===== config.mk =====
export PLATFORM = sky130hd
export DESIGN_NAME = sorted_timer_queue_scheduler_core
export DESIGN_NICKNAME = d
export VERILOG_FILES = /design/src/stq_pkg.sv /design/src/stq_datapath.sv /design/src/stq_ctrl.sv /design/src/sorted_timer_queue_scheduler_core.sv
export SDC_FILE = /design/constraint.sdc
export NUM_CORES = 2
export LEC_CHECK = 0
export BUFFER_PORTS_ARGS = -buffer_cell sky130_fd_sc_hd__buf_4
export CORE_MARGIN = 1
export CORE_UTILIZATION = 40
export CTS_CLUSTER_SIZE = 20
export DETAILED_ROUTE_END_ITERATION = 12
export PLACE_DENSITY_LB_ADDON = 0.1
export RECOVER_POWER = 25
export SLEW_MARGIN = 25
export SYNTH_ARGS = -nofsm -noshare
export SYNTH_HDL_FRONTEND = slang
export SYNTH_SLANG_ARGS = --single-unit

===== constraint.sdc =====
create_clock -name clk -period 13.5 [get_ports clk]
set_input_delay 2.7 -clock clk [delete_from_list [all_inputs] [get_ports clk]]
set_output_delay 2.7 -clock clk [all_outputs]
set_load 0.02 [all_outputs]

===== src/stq_pkg.sv =====
// Shared types and constants for the sorted timer queue scheduler.
`default_nettype none
package stq_pkg;
    localparam int SLOT_COUNT = 16;
    localparam int SW = $clog2(SLOT_COUNT);
    localparam int CW = $clog2(SLOT_COUNT + 1);

    typedef enum logic [1:0] {
        KIND_ARM    = 2'd0,
        KIND_MODIFY = 2'd1,
        KIND_DELETE = 2'd2,
        KIND_POLL   = 2'd3
    } kind_t;

    typedef enum logic [1:0] {
        REPLY_ACK      = 2'd0,
        REPLY_DISPATCH = 2'd1,
        REPLY_DONE     = 2'd2
    } reply_t;

    typedef enum logic [1:0] {
        ST_IDLE  = 2'd0,
        ST_WAIT  = 2'd1,
        ST_READY = 2'd2
    } slot_state_t;

    localparam logic [0:0] REG_RESOLUTION = 1'b0;
    localparam logic [0:0] REG_POLLS      = 1'b1;

    typedef enum logic [3:0] {
        CMD_NONE,
        CMD_LOAD,
        CMD_DIV_STEP,
        CMD_UNLINK_P,
        CMD_UNLINK_R,
        CMD_SCAN_P,
        CMD_INSERT_P,
        CMD_PUSH_READY,
        CMD_CHECK_FRONT,
        CMD_POLL_START,
        CMD_POP_READY,
        CMD_TICK
    } cmd_t;

    typedef struct packed {
        logic            div_done;
        logic            delay_zero;
        logic            slot_valid;
        slot_state_t     slot_state;
        logic            scan_stop;
        logic            fire;
        logic            do_check;
        logic            front_expired;
        logic            ready_empty;
        logic            unlink_done;
        logic [SW-1:0]   pop_slot;
        logic [3:0]      cur_slot;
    } status_t;
endpackage
`default_nettype wire


===== src/stq_datapath.sv =====
// Datapath of the scheduler: slot tables, lists, divider and tick state.
`default_nettype none
module stq_datapath
    import stq_pkg::*;
(
    input  wire logic        clk,
    input  wire logic        rst_n,
    input  wire logic        cfg_we,
    input  wire logic [0:0]  cfg_index,
    input  wire logic [15:0] cfg_data,
    input  wire logic [3:0]  in_slot,
    input  wire logic [31:0] in_timeout,
    input  var  cmd_t        cmd,
    output status_t          status
);
    logic [15:0] res_reg;
    logic [15:0] ppc_reg;
    logic [1:0]  st_reg [SLOT_COUNT];
    logic [31:0] start_mem [SLOT_COUNT];
    logic [31:0] dur_mem [SLOT_COUNT];
    logic [SW-1:0] pend_reg [SLOT_COUNT];
    logic [SW-1:0] rdy_reg [SLOT_COUNT];
    logic [CW-1:0] pcnt_reg;
    logic [CW-1:0] rcnt_reg;
    logic [31:0] tick_reg;
    logic [31:0] lchk_reg;
    logic [15:0] pollc_reg;
    logic [3:0]  slot_reg;
    logic        svalid_reg;
    logic [31:0] quo_reg;
    logic [16:0] rem_reg;
    logic [5:0]  dcnt_reg;
    logic [CW-1:0] pos_reg;
    logic [CW-1:0] upos_reg;
    logic        fire_reg;
    logic        chk_reg;
    logic [SW-1:0] sidx;
    logic [16:0] res_eff;
    logic [16:0] rem_sh;
    logic [SW-1:0] scan_s;
    logic [31:0] scan_el;
    logic [31:0] scan_rm;
    logic [SW-1:0] fr_s;
    logic [31:0] fr_el;
    logic        p_hit;
    logic        r_hit;
    logic [SW-1:0] pop_s;

    assign sidx = slot_reg[SW-1:0];
    assign res_eff = (res_reg == 16'd0) ? 17'd1 : {1'b0, res_reg};
    assign rem_sh = {rem_reg[15:0], quo_reg[31]};

    assign scan_s = pend_reg[pos_reg[SW-1:0]];
    assign scan_el = (tick_reg >= start_mem[scan_s]) ? (tick_reg - start_mem[scan_s])
                   : ((32'hffffffff - start_mem[scan_s]) + tick_reg);
    assign scan_rm = (scan_el >= dur_mem[scan_s]) ? 32'd0 : (dur_mem[scan_s] - scan_el);
    assign fr_s = pend_reg[0];
    assign fr_el = (tick_reg >= start_mem[fr_s]) ? (tick_reg - start_mem[fr_s])
                 : ((32'hffffffff - start_mem[fr_s]) + tick_reg);
    assign p_hit = (pend_reg[upos_reg[SW-1:0]] == sidx);
    assign r_hit = (rdy_reg[upos_reg[SW-1:0]] == sidx);
    assign pop_s = rdy_reg[rcnt_reg[SW-1:0] - SW'(1)];

    always_comb
    begin
        status.div_done      = (dcnt_reg == 6'd32);
        status.delay_zero    = (quo_reg == 32'd0);
        status.slot_valid    = svalid_reg;
        status.slot_state    = slot_state_t'(st_reg[sidx]);
        status.scan_stop     = (pos_reg == pcnt_reg) || (scan_rm > quo_reg);
        status.fire          = fire_reg;
        status.do_check      = chk_reg;
        status.front_expired = (pcnt_reg != '0) && (fr_el >= dur_mem[fr_s]);
        status.ready_empty   = (rcnt_reg == '0);
        status.unlink_done   = (cmd == CMD_UNLINK_P) ? ((upos_reg >= pcnt_reg) || p_hit)
                                                     : ((upos_reg >= rcnt_reg) || r_hit);
        status.pop_slot      = pop_s;
        status.cur_slot      = slot_reg;
    end

    always_ff @(posedge clk or negedge rst_n)
    begin
        if (!rst_n)
        begin
            res_reg   <= 16'd10;
            ppc_reg   <= 16'd100;
            pcnt_reg  <= '0;
            rcnt_reg  <= '0;
            tick_reg  <= '0;
            lchk_reg  <= '0;
            pollc_reg <= '0;
            dcnt_reg  <= '0;
            fire_reg  <= 1'b0;
            chk_reg   <= 1'b0;
            for (int i = 0; i < SLOT_COUNT; i++)
            begin
                st_reg[i] <= ST_IDLE;
            end
        end
        else
        begin
            if (cfg_we)
            begin
                if (cfg_index == REG_RESOLUTION)
                begin
                    res_reg <= cfg_data;
                end
                else
                begin
                    ppc_reg <= cfg_data;
                end
            end
            unique case (cmd)
                CMD_LOAD:
                begin
                    slot_reg   <= in_slot;
                    svalid_reg <= ({28'd0, in_slot} < 32'(SLOT_COUNT));
                    quo_reg    <= in_timeout;
                    rem_reg    <= '0;
                    dcnt_reg   <= '0;
                    pos_reg    <= '0;
                    upos_reg   <= '0;
                end
                CMD_DIV_STEP:
                begin
                    if (rem_sh >= res_eff)
                    begin
                        rem_reg <= rem_sh - res_eff;
                        quo_reg <= {quo_reg[30:0], 1'b1};
                    end
                    else
                    begin
                        rem_reg <= rem_sh;
                        quo_reg <= {quo_reg[30:0], 1'b0};
                    end
                    dcnt_reg <= dcnt_reg + 6'd1;
                end
                CMD_UNLINK_P:
                begin
                    if (upos_reg < pcnt_reg)
                    begin
                        if (p_hit)
                        begin
                            for (int j = 0; j < SLOT_COUNT - 1; j++)
                            begin
                                if (CW'(j) >= upos_reg)
                                begin
                                    pend_reg[j] <= pend_reg[j + 1];
                                end
                            end
                            pcnt_reg <= pcnt_reg - CW'(1);
                            st_reg[sidx] <= ST_IDLE;
                        end
                        else
                        begin
                            upos_reg <= upos_reg + CW'(1);
                        end
                    end
                    else
                    begin
                        st_reg[sidx] <= ST_IDLE;
                    end
                end
                CMD_UNLINK_R:
                begin
                    if (upos_reg < rcnt_reg)
                    begin
                        if (r_hit)
                        begin
                            for (int j = 0; j < SLOT_COUNT - 1; j++)
                            begin
                                if (CW'(j) >= upos_reg)
                                begin
                                    rdy_reg[j] <= rdy_reg[j + 1];
                                end
                            end
                            rcnt_reg <= rcnt_reg - CW'(1);
                            st_reg[sidx] <= ST_IDLE;
                        end
                        else
                        begin
                            upos_reg <= upos_reg + CW'(1);
                        end
                    end
                    else
                    begin
                        st_reg[sidx] <= ST_IDLE;
                    end
                end
                CMD_SCAN_P:
                begin
                    pos_reg <= pos_reg + CW'(1);
                end
                CMD_INSERT_P:
                begin
                    st_reg[sidx]    <= ST_WAIT;
                    dur_mem[sidx]   <= quo_reg;
                    start_mem[sidx] <= tick_reg;
                    if (pcnt_reg < CW'(SLOT_COUNT))
                    begin
                        for (int j = 1; j < SLOT_COUNT; j++)
                        begin
                            if (CW'(j) > pos_reg && CW'(j) <= pcnt_reg)
                            begin
                                pend_reg[j] <= pend_reg[j - 1];
                            end
                        end
                        pend_reg[pos_reg[SW-1:0]] <= sidx;
                        pcnt_reg <= pcnt_reg + CW'(1);
                    end
                end
                CMD_PUSH_READY:
                begin
                    if (rcnt_reg < CW'(SLOT_COUNT))
                    begin
                        rdy_reg[rcnt_reg[SW-1:0]] <= sidx;
                        rcnt_reg <= rcnt_reg + CW'(1);
                    end
                    st_reg[sidx] <= ST_READY;
                end
                CMD_POLL_START:
                begin
                    fire_reg <= (pollc_reg > ppc_reg);
                    chk_reg  <= (pollc_reg > ppc_reg) && (tick_reg != lchk_reg);
                    if (pollc_reg > ppc_reg)
                    begin
                        pollc_reg <= '0;
                        if (tick_reg != lchk_reg)
                        begin
                            lchk_reg <= tick_reg;
                        end
                    end
                    else
                    begin
                        pollc_reg <= pollc_reg + 16'd1;
                    end
                end
                CMD_CHECK_FRONT:
                begin
                    for (int j = 0; j < SLOT_COUNT - 1; j++)
                    begin
                        pend_reg[j] <= pend_reg[j + 1];
                    end
                    pcnt_reg <= pcnt_reg - CW'(1);
                    if (rcnt_reg < CW'(SLOT_COUNT))
                    begin
                        rdy_reg[rcnt_reg[SW-1:0]] <= fr_s;
                        rcnt_reg <= rcnt_reg + CW'(1);
                    end
                    st_reg[fr_s] <= ST_READY;
                end
                CMD_POP_READY:
                begin
                    rcnt_reg <= rcnt_reg - CW'(1);
                    st_reg[pop_s] <= ST_IDLE;
                end
                CMD_TICK:
                begin
                    tick_reg <= tick_reg + 32'd1;
                end
                default:
                begin
                end
            endcase
        end
    end

    assert property (@(posedge clk) disable iff (!rst_n) pcnt_reg <= CW'(SLOT_COUNT))
        else $error("pending count overflow");
    assert property (@(posedge clk) disable iff (!rst_n) rcnt_reg <= CW'(SLOT_COUNT))
        else $error("ready count overflow");
    assert property (@(posedge clk) disable iff (!rst_n)
        cmd == CMD_POP_READY |-> rcnt_reg != '0)
        else $error("pop from empty ready stack");
    assert property (@(posedge clk) disable iff (!rst_n)
        cmd == CMD_TICK |=> tick_reg == $past(tick_reg) + 32'd1)
        else $error("tick did not advance");
endmodule
`default_nettype wire


===== src/stq_ctrl.sv =====
// Controller state machine that sequences each request and drives results.
`default_nettype none
module stq_ctrl
    import stq_pkg::*;
(
    input  wire logic        clk,
    input  wire logic        rst_n,
    input  wire logic        s_tvalid,
    output logic             s_tready,
    input  wire logic [1:0]  in_kind,
    output logic             m_tvalid,
    input  wire logic        m_tready,
    output logic [7:0]       m_tdata,
    output logic             m_tlast,
    output cmd_t             cmd,
    input  var  status_t     status
);
    typedef enum logic [3:0] {
        S_IDLE, S_DIV, S_DECIDE, S_UNLINK, S_ARM, S_SCAN, S_INSERT,
        S_PUSH, S_POLL, S_CHECK, S_POP, S_DONE, S_OUT
    } state_t;

    state_t      state_reg;
    logic [1:0]  kind_reg;
    logic        rearm_reg;
    logic        unr_reg;
    logic        post_reg;
    logic        m_tvalid_reg;
    logic [7:0]  m_tdata_reg;
    logic        m_tlast_reg;
    logic [3:0]  sslot;

    assign s_tready = (state_reg == S_IDLE);
    assign m_tvalid = m_tvalid_reg;
    assign m_tdata  = m_tdata_reg;
    assign m_tlast  = m_tlast_reg;
    assign sslot    = 4'(status.pop_slot);

    always_comb
    begin
        cmd = CMD_NONE;
        unique case (state_reg)
            S_IDLE:   cmd = (s_tvalid) ? CMD_LOAD : CMD_NONE;
            S_DIV:    cmd = status.div_done ? CMD_NONE : CMD_DIV_STEP;
            S_UNLINK: cmd = unr_reg ? CMD_UNLINK_R : CMD_UNLINK_P;
            S_SCAN:   cmd = status.scan_stop ? CMD_NONE : CMD_SCAN_P;
            S_INSERT: cmd = CMD_INSERT_P;
            S_PUSH:   cmd = CMD_PUSH_READY;
            S_POLL:   cmd = CMD_POLL_START;
            S_CHECK:  cmd = (status.do_check && status.front_expired)
                            ? CMD_CHECK_FRONT : CMD_NONE;
            S_POP:    cmd = (!m_tvalid_reg || m_tready) && !status.ready_empty
                            ? CMD_POP_READY : CMD_NONE;
            S_DONE:   cmd = (!m_tvalid_reg || m_tready) ? CMD_TICK : CMD_NONE;
            default:  cmd = CMD_NONE;
        endcase
    end

    always_ff @(posedge clk or negedge rst_n)
    begin
        if (!rst_n)
        begin
            state_reg    <= S_IDLE;
            m_tvalid_reg <= 1'b0;
            kind_reg     <= KIND_ARM;
            rearm_reg    <= 1'b0;
            unr_reg      <= 1'b0;
            post_reg     <= 1'b0;
            m_tdata_reg  <= '0;
            m_tlast_reg  <= 1'b0;
        end
        else
        begin
            if (m_tvalid_reg && m_tready)
            begin
                m_tvalid_reg <= 1'b0;
            end
            unique case (state_reg)
                S_IDLE:
                begin
                    if (s_tvalid)
                    begin
                        kind_reg  <= in_kind;
                        rearm_reg <= 1'b0;
                        state_reg <= (kind_t'(in_kind) == KIND_POLL) ? S_POLL : S_DIV;
                    end
                end
                S_DIV:
                begin
                    if (status.div_done)
                    begin
                        state_reg <= S_DECIDE;
                    end
                end
                S_DECIDE:
                begin
                    unr_reg  <= 1'b0;
                    post_reg <= 1'b0;
                    state_reg <= S_OUT;
                    if (status.slot_valid)
                    begin
                        unique case (kind_t'(kind_reg))
                            KIND_ARM:
                            begin
                                if (status.slot_state == ST_WAIT)
                                begin
                                    post_reg  <= 1'b1;
                                    state_reg <= S_UNLINK;
                                end
                                else if (status.slot_state == ST_IDLE)
                                begin
                                    state_reg <= S_ARM;
                                end
                            end
                            KIND_MODIFY:
                            begin
                                if (status.slot_state == ST_WAIT)
                                begin
                                    post_reg  <= 1'b1;
                                    rearm_reg <= 1'b1;
                                    state_reg <= S_UNLINK;
                                end
                            end
                            default:
                            begin
                                unr_reg   <= (status.slot_state == ST_READY);
                                state_reg <= S_UNLINK;
                            end
                        endcase
                    end
                end
                S_UNLINK:
                begin
                    if (status.unlink_done)
                    begin
                        state_reg <= post_reg ? S_ARM : S_OUT;
                    end
                end
                S_ARM:
                begin
                    state_reg <= status.delay_zero ? S_PUSH : S_SCAN;
                end
                S_SCAN:
                begin
                    if (status.scan_stop)
                    begin
                        state_reg <= S_INSERT;
                    end
                end
                S_INSERT, S_PUSH:
                begin
                    state_reg <= S_OUT;
                end
                S_OUT:
                begin
                    if (!m_tvalid_reg || m_tready)
                    begin
                        m_tvalid_reg <= 1'b1;
                        m_tdata_reg  <= {1'b0, rearm_reg, status.cur_slot, REPLY_ACK};
                        m_tlast_reg  <= 1'b1;
                        state_reg    <= S_IDLE;
                    end
                end
                S_POLL:
                begin
                    state_reg <= S_CHECK;
                end
                S_CHECK:
                begin
                    if (!status.do_check || !status.front_expired)
                    begin
                        state_reg <= S_POP;
                    end
                end
                S_POP:
                begin
                    if (!m_tvalid_reg || m_tready)
                    begin
                        if (status.ready_empty)
                        begin
                            state_reg <= S_DONE;
                        end
                        else
                        begin
                            m_tvalid_reg <= 1'b1;
                            m_tdata_reg  <= {2'b00, sslot, REPLY_DISPATCH};
                            m_tlast_reg  <= 1'b0;
                        end
                    end
                end
                S_DONE:
                begin
                    if (!m_tvalid_reg || m_tready)
                    begin
                        m_tvalid_reg <= 1'b1;
                        m_tdata_reg  <= {2'b00, 4'd0, REPLY_DONE};
                        m_tlast_reg  <= 1'b1;
                        state_reg    <= S_IDLE;
                    end
                end
                default:
                begin
                    state_reg <= S_IDLE;
                end
            endcase
        end
    end

    assert property (@(posedge clk) disable iff (!rst_n)
        (m_tvalid_reg && !m_tready) |=> m_tvalid_reg)
        else $error("result dropped while stalled");
    assert property (@(posedge clk) disable iff (!rst_n)
        (s_tvalid && s_tready) |=> !s_tready)
        else $error("second request accepted during work");
    assert property (@(posedge clk) disable iff (!rst_n)
        (cmd == CMD_POP_READY) |-> (state_reg == S_POP))
        else $error("pop outside dispatch");
endmodule
`default_nettype wire


===== src/sorted_timer_queue_scheduler_core.sv =====
// Top level of the sorted timer queue scheduler.
// Arm and modify run a 32-step restoring divider, then, as needed, an unlink
// walk and a scan of the pending list. Delete runs the divider and an unlink
// walk; a poll may move expired slots to the ready stack and then dispatches
// each ready slot, results held by the output register. One request at a time.
// Reset is asynchronous and active low; all slots become idle at once.
`default_nettype none
module sorted_timer_queue_scheduler_core
    import stq_pkg::*;
(
    input  wire logic        clk,
    input  wire logic        rst_n,
    input  wire logic        cfg_we,
    input  wire logic [0:0]  cfg_index,
    input  wire logic [15:0] cfg_data,
    input  wire logic        s_tvalid,
    output logic             s_tready,
    input  wire logic [39:0] s_tdata,   // kind[1:0], slot[5:2], timeout_ms[37:6], zeros
    input  wire logic        m_tready,
    output logic             m_tvalid,
    output logic [7:0]       m_tdata,   // reply[1:0], served_slot[5:2], rearmed[6], zero
    output logic             m_tlast
);
    cmd_t    cmd;
    status_t status;

    stq_datapath u_dp (
        .clk(clk), .rst_n(rst_n),
        .cfg_we(cfg_we), .cfg_index(cfg_index), .cfg_data(cfg_data),
        .in_slot(s_tdata[5:2]), .in_timeout(s_tdata[37:6]),
        .cmd(cmd), .status(status)
    );

    stq_ctrl u_ctrl (
        .clk(clk), .rst_n(rst_n),
        .s_tvalid(s_tvalid), .s_tready(s_tready), .in_kind(s_tdata[1:0]),
        .m_tvalid(m_tvalid), .m_tready(m_tready), .m_tdata(m_tdata), .m_tlast(m_tlast),
        .cmd(cmd), .status(status)
    );
endmodule
`default_nettype wire

Word-level counts from Yosys, hierarchy flattened
Memories as Yosys holds them, arrays and structs flattened. A register that Yosys moved wholly into a read port is not among the register bits.
Index checks and enable logic that the tools add are counted.

word-level totals
  input bits = 62
  word-level logic and storage cells = 675
  memories kept = 4
  output and inout port bits = 11
  memory bits (writable) = 1152
  register bits after elaboration = 242

operators by class
  add/subtract/negate cells = 18
  equal/unequal tests = 55
  reduce and logical (&&, ||, !) cells = 119
  multiplexer cells = 330
  bitwise logic cells = 47
  $lt $le $gt $ge = 64

memories
  name            words  bits a word  read ports  clocked after Yosys merged registers in  write ports  line                RTL
  u_dp.dur_mem    16     32           2           0                                        1            stq_datapath.sv:20  logic [31:0] dur_mem [SLOT_COUNT];
  u_dp.start_mem  16     32           2           0                                        1            stq_datapath.sv:19  logic [31:0] start_mem [SLOT_COUNT];
  u_dp.pend_reg   16     4            18          2                                        16           stq_datapath.sv:21  logic [SW-1:0] pend_reg [SLOT_COUNT];
  u_dp.rdy_reg    16     4            17          1                                        15           stq_datapath.sv:22  logic [SW-1:0] rdy_reg [SLOT_COUNT];

operators by type and width
  operator                count
  $mux 1                  225
  $mux 32                 7
  $mux 4                  53
  $pmux 32 s6             1
  $ge 32x32->1            4
  $sub 32x32->32          3
  $logic_and 1x1->1       73
  $add 32x32->32          2
  $and 32x32->32          2
  $not 32->32             2
  $pmux 32 s2             1
  $sub 32x32->32 const A  2
  $mux 5                  10
  $and 16x16->16          3
  $mux 16                 3
  $not 16->16             3
  $or 16x16->16           3
  $pmux 5 s3              3
  $pmux 4 s11             1
  $gt 4x5->1 const A      8
  $le 4x5->1 const A      8
  $pmux 4 s10             1
  $eq 4x4->1 const B      9
  $ge 4x5->1 const A      7
  other kinds (69)        199

Logic depth before layout (Yosys ltp)
An unclocked memory read counts as a cell.

  depth after elaboration = 17
  gate-level depth with buffers = 49
  mapped depth without buffers = 43

Modules after synthesis
Synthesis repeated with hierarchy kept, for this count alone.

unflattened totals
  cells, all modules = 5304
  area, all modules = 76682.3 µm²

modules (own cells, without submodules)
  module        seq. area each (µm²)  instances  cells each  area each (µm²)
  stq_datapath  40675.3               1          5169        75496.2
  stq_ctrl      450.4                 1          135         1186.1

Least setup slack after synthesis
Ideal clock, no wire load.

  path kind = register to register
  start = register with a tool-made name
  end = register u_dp.pos_reg[0] (enable)
  cell stages (with the launch flop) = 49
  data required time = 13.190 ns
  setup time = 0.310 ns
  arrival time = 9.784 ns
  buffers on the path = 7
  setup slack = 3.407 ns
  clock period less this slack = 10.093 ns
  cells stage by stage = dfxtp_1 > buf_2 > mux4_2 > mux4_2 > clkbuf_1 > clkbuf_1 > buf_1 > mux4_2 > mux2_2 > a21oi_1 > ha_1 > clkbuf_1 > a21oi_1 > nor2_1 > a2111oi_4 > o221ai_2 > a211o_1 > o21ai_2 > [... 13 more ...] > a21oi_1 > o21ai_1 > clkbuf_1 > nor2_1 > ha_1 > nor2b_1 > o21a_1 > o21ai_1 > a21oi_1 > o31a_1 > o31ai_1 > a21oi_1 > a2111oi_0 > o2111ai_1 > clkbuf_1 > nand2_1 > nand2_1 > inv_1

RTL lines
  element               line                 RTL
  end signal, assigned  stq_datapath.sv:192  pos_reg <= pos_reg + CW'(1);
  end, declared         stq_datapath.sv:33   logic [CW-1:0] pos_reg;

==> flow_summary_export.csv <==
group,metric,value,unit
run_status,status,"completed",
layout,syn_to_final_growth,11.82,%
detailed_routing,drt_pass1_iterations,6,
setup_path,crit_path_max_incr_delay,0.96,ns
layout,final_util,45.03,%
setup_path,worstSetupEndpointType,"flop",
clocking,cts_max_path_buffers,3,
clocking,clkLatencyLatePin,0.83,ns
setup_path,worstSetupPathType,"reg2reg",
yosys,synth_nets,5549,
grt,grt_max_degree,107,
detailed_routing,via_count,48220,
yosys,synth.distinct_cells,94,
layout,fin_nets,5615,
yosys,synth_mux_area_share,23.55,%
floorplan,die_x,439.4,um
sta,maxSlewViolCount,0,
sta,post-route-period-util,92.68,%
min_path,min_to,"u_ctrl.post_reg",
layout,layout_common_cells,"1214 x edfxtp_1, 657 x mux4_2, 287 x nand2_1",
layout,final_common_cell,"edfxtp_1",
sta,finalSetupTns,0,ns
sta,tightestPinTransition,1.337,ns
yosys,synth_area,76510,um^2
yosys,ys_seq_elements,1401,
floorplan,io_pins,73,
placement,dp_slack,0.7975,ns
setup_path,ff2ff_setup_slack,0.99,ns
detailed_routing,via_per_inst,6.054,
clocking,cts.sinks,1401,
sta,min_period,12.51,ns
floorplan,coreArea,190000,um^2
setup_path,crit_path_start_kind,"flop",
clocking,cts_setup_buffers,0,
grt,antenna_found_initial,1,
layout,fill_cells,16750,
min_path,hold_path_class,"reg2reg",
setup_path,crit_arrival,13.02,ns
yosys,synth-simple-area-share,6.503,%
grt,grt_pass1_wl,336200,um
power,p_total,13730,uW
setup_path,critPathMaxFanout,29,
sta,slew_headroom,10.89,%
floorplan,fp.dieArea,193000,um^2
sta,fmax,0.07993,GHz
floorplan,rows,160,
setup_path,reg2reg_to,"u_dp.pos_reg[3]",
placement,gp_congestion,0.8702,
clocking,cts_tree,"yes",
sta,finClkSkew,0.03769,ns
sta,fin_hold_ws,0.4744,ns
sta,fin_ws,0.9886,ns
yosys,ys.flop_type,"edfxtp_1",
yosys,avgSynthCellArea,14.57,um^2
setup_path,path_delay_family,"compound AO/OA/AOI/OAI gates",
clocking,cts_htree_levels,4,
sta,setup_violations,0,
power,leakage,0.03144,uW
setup_path,slowest_stage,"mux4_4",
yosys,async_reset_ff_share,12.78,%
detailed_routing,drc,0,
power,power.density,160.5,nW/um^2
floorplan,start_util,40.27,%
detailed_routing,wl,230600,um
run,cap_violations,0,
min_path,holdPathStages,2,
clocking,ctsHoldBuffers,0,
sta,rsz0062_at_grt,"no",
setup_path,ff2ff_path_depth,44,
grt,grt.total_usage,23.90,%
yosys,synth_edf_count,1214,
power,max-vdd-ir-drop,0.1277,mV
yosys,synth_top_family_by_area,"multiplexers",
placement,hpwl,145200,um
placement,portBuffers,69,
yosys,yosys_warnings,0,
sta,finalHoldViolCount,0,
yosys,synth_xor_area_share,2.232,%
clocking,clockRootBuffer,"clkbuf_16",
setup_path,cp_num_buf_inv,6,
detailed_routing,drtAntennaViolNets,0,
layout,drive_above_1_share,23.29,%
detailed_routing,drt-initial-drc-count,4511,
setup_path,crit_top_cell,"nand2_1",
yosys,ys_seq_area_share,53.72,%
yosys,synth_fa_ha_area_share,3.928,%
yosys,synth_compound_area_share,7.457,%
layout,largestRegisters,"u_dp.dur_mem (512), u_dp.start_mem (512)",
clocking,cts_buffers,161,
detailed_routing,wl_per_cell,28.95,um
floorplan,die_h,439.4,um
clocking,clk_pin_slew,0.06,ns
yosys,synthCells,5251,
min_path,min_from,"u_ctrl.post_reg",
setup_path,cp.required,14.01,ns
grt,grt_overflow,0,
grt,grt_pass1_vias,48760,
==> synth_stat cells (all sizes together), types with 19 or more instances <==
cell type  instances  share of area [%]
a211oi            48               0.48
a21o              86               0.84
a21oi            272                1.8
a221oi            22               0.26
a31oi             64               0.52
and2              22               0.18
and3              42               0.34
buf               98               0.53
clkbuf           220                1.1
dfrtp            174                5.7
edfxtp          1214                 48
ha               229                3.7
inv              202               0.99
mux2             162                2.4
mux2i            131                1.7
mux4             661                 19
nand2            287                1.4
nand2b            46               0.38
nand3             82               0.54
nand3b            22               0.22
nand4             50               0.41
nor2             292                1.4
nor2b             82               0.67
nor3              52               0.34
nor4              22               0.19
o21a              22               0.22
o21ai            225                1.5
o22ai             19               0.16
xnor2            128                1.5
xor2              67               0.77
==> metal layers <==
layer,GRT usage [%],up-vias,share of wire (%)
li1,-,21060,-
met1,33.42,25340,44
met2,39.19,1524,48
met3,3.166,293,5.0
met4,6.373,0,2.2
met5,0,-,0
==> repair_timing <==
item	in CTS	in global routing
resized for setup	0	1
setup endpoints to repair	0	5
endpoints found under the hold margin	0	0
==> worst max path at each step <==
stage | startpoint | to | cells past startpoint
after floorplan | flop | u_dp.pos_reg[0] | 48
after global placement | flop | u_dp.pos_reg[1] | 44
after detailed placement | flop | u_dp.pos_reg[4] | 44
after CTS | flop | u_dp.pos_reg[3] | 44
after global routing | flop | u_dp.pos_reg[3] | 45
final | flop | u_dp.pos_reg[3] | 44
==> power by group <==
part,leakage (uW),internal (uW),switching (uW)
Combinational,0.0145,1730,2460
Clock,0.00250,2440,1850
Sequential,0.0144,4960,297
Total,0.0314,9120,4610
==> metrics by stage <==
stage	area, um^2	instances
2_1_floorplan	76510	5251
3_3_place_gp	80400	7662
3_5_place_dp	80420	7663
4_1_cts	85550	7961
5_1_grt	85550	7963
6_report	85560	7965
==> kinds of logic (layout without fill, tap and decap cells) <==
logic type / count (synthesis) / in the layout
xor+xnor: 195 / 195
buf+inv: 520 / 721
simple gates: 1040 / 1040
mux: 954 / 954
compound gates: 904 / 904
flops: 1401 / 1401
fa+ha+maj: 236 / 236
other cells: 1 / 3
==> tightest hold or removal path, cell delays in order (launching register included) <==
cell and delay, ns:
dfrtp_1 0.34, nand2_1 0.05, o31ai_1 0.05
==> final cells by class <==
type                            instances  area (um^2)  share of cell area (%)
Antenna cell                            2        5.005                0.005850
Clock buffer                          202         4244                   4.961
Clock inverter                         96        884.6                   1.034
Inverter                              202        758.2                  0.8862
Multi-Input combinational cell       3330        33650                   39.33
Sequential cell                      1401        41110                   48.05
Tap cell                             2511         3142                   3.672
Timing Repair Buffer                  221         1764                   2.062
No activity file was read; power rests on OpenSTA's default activity.
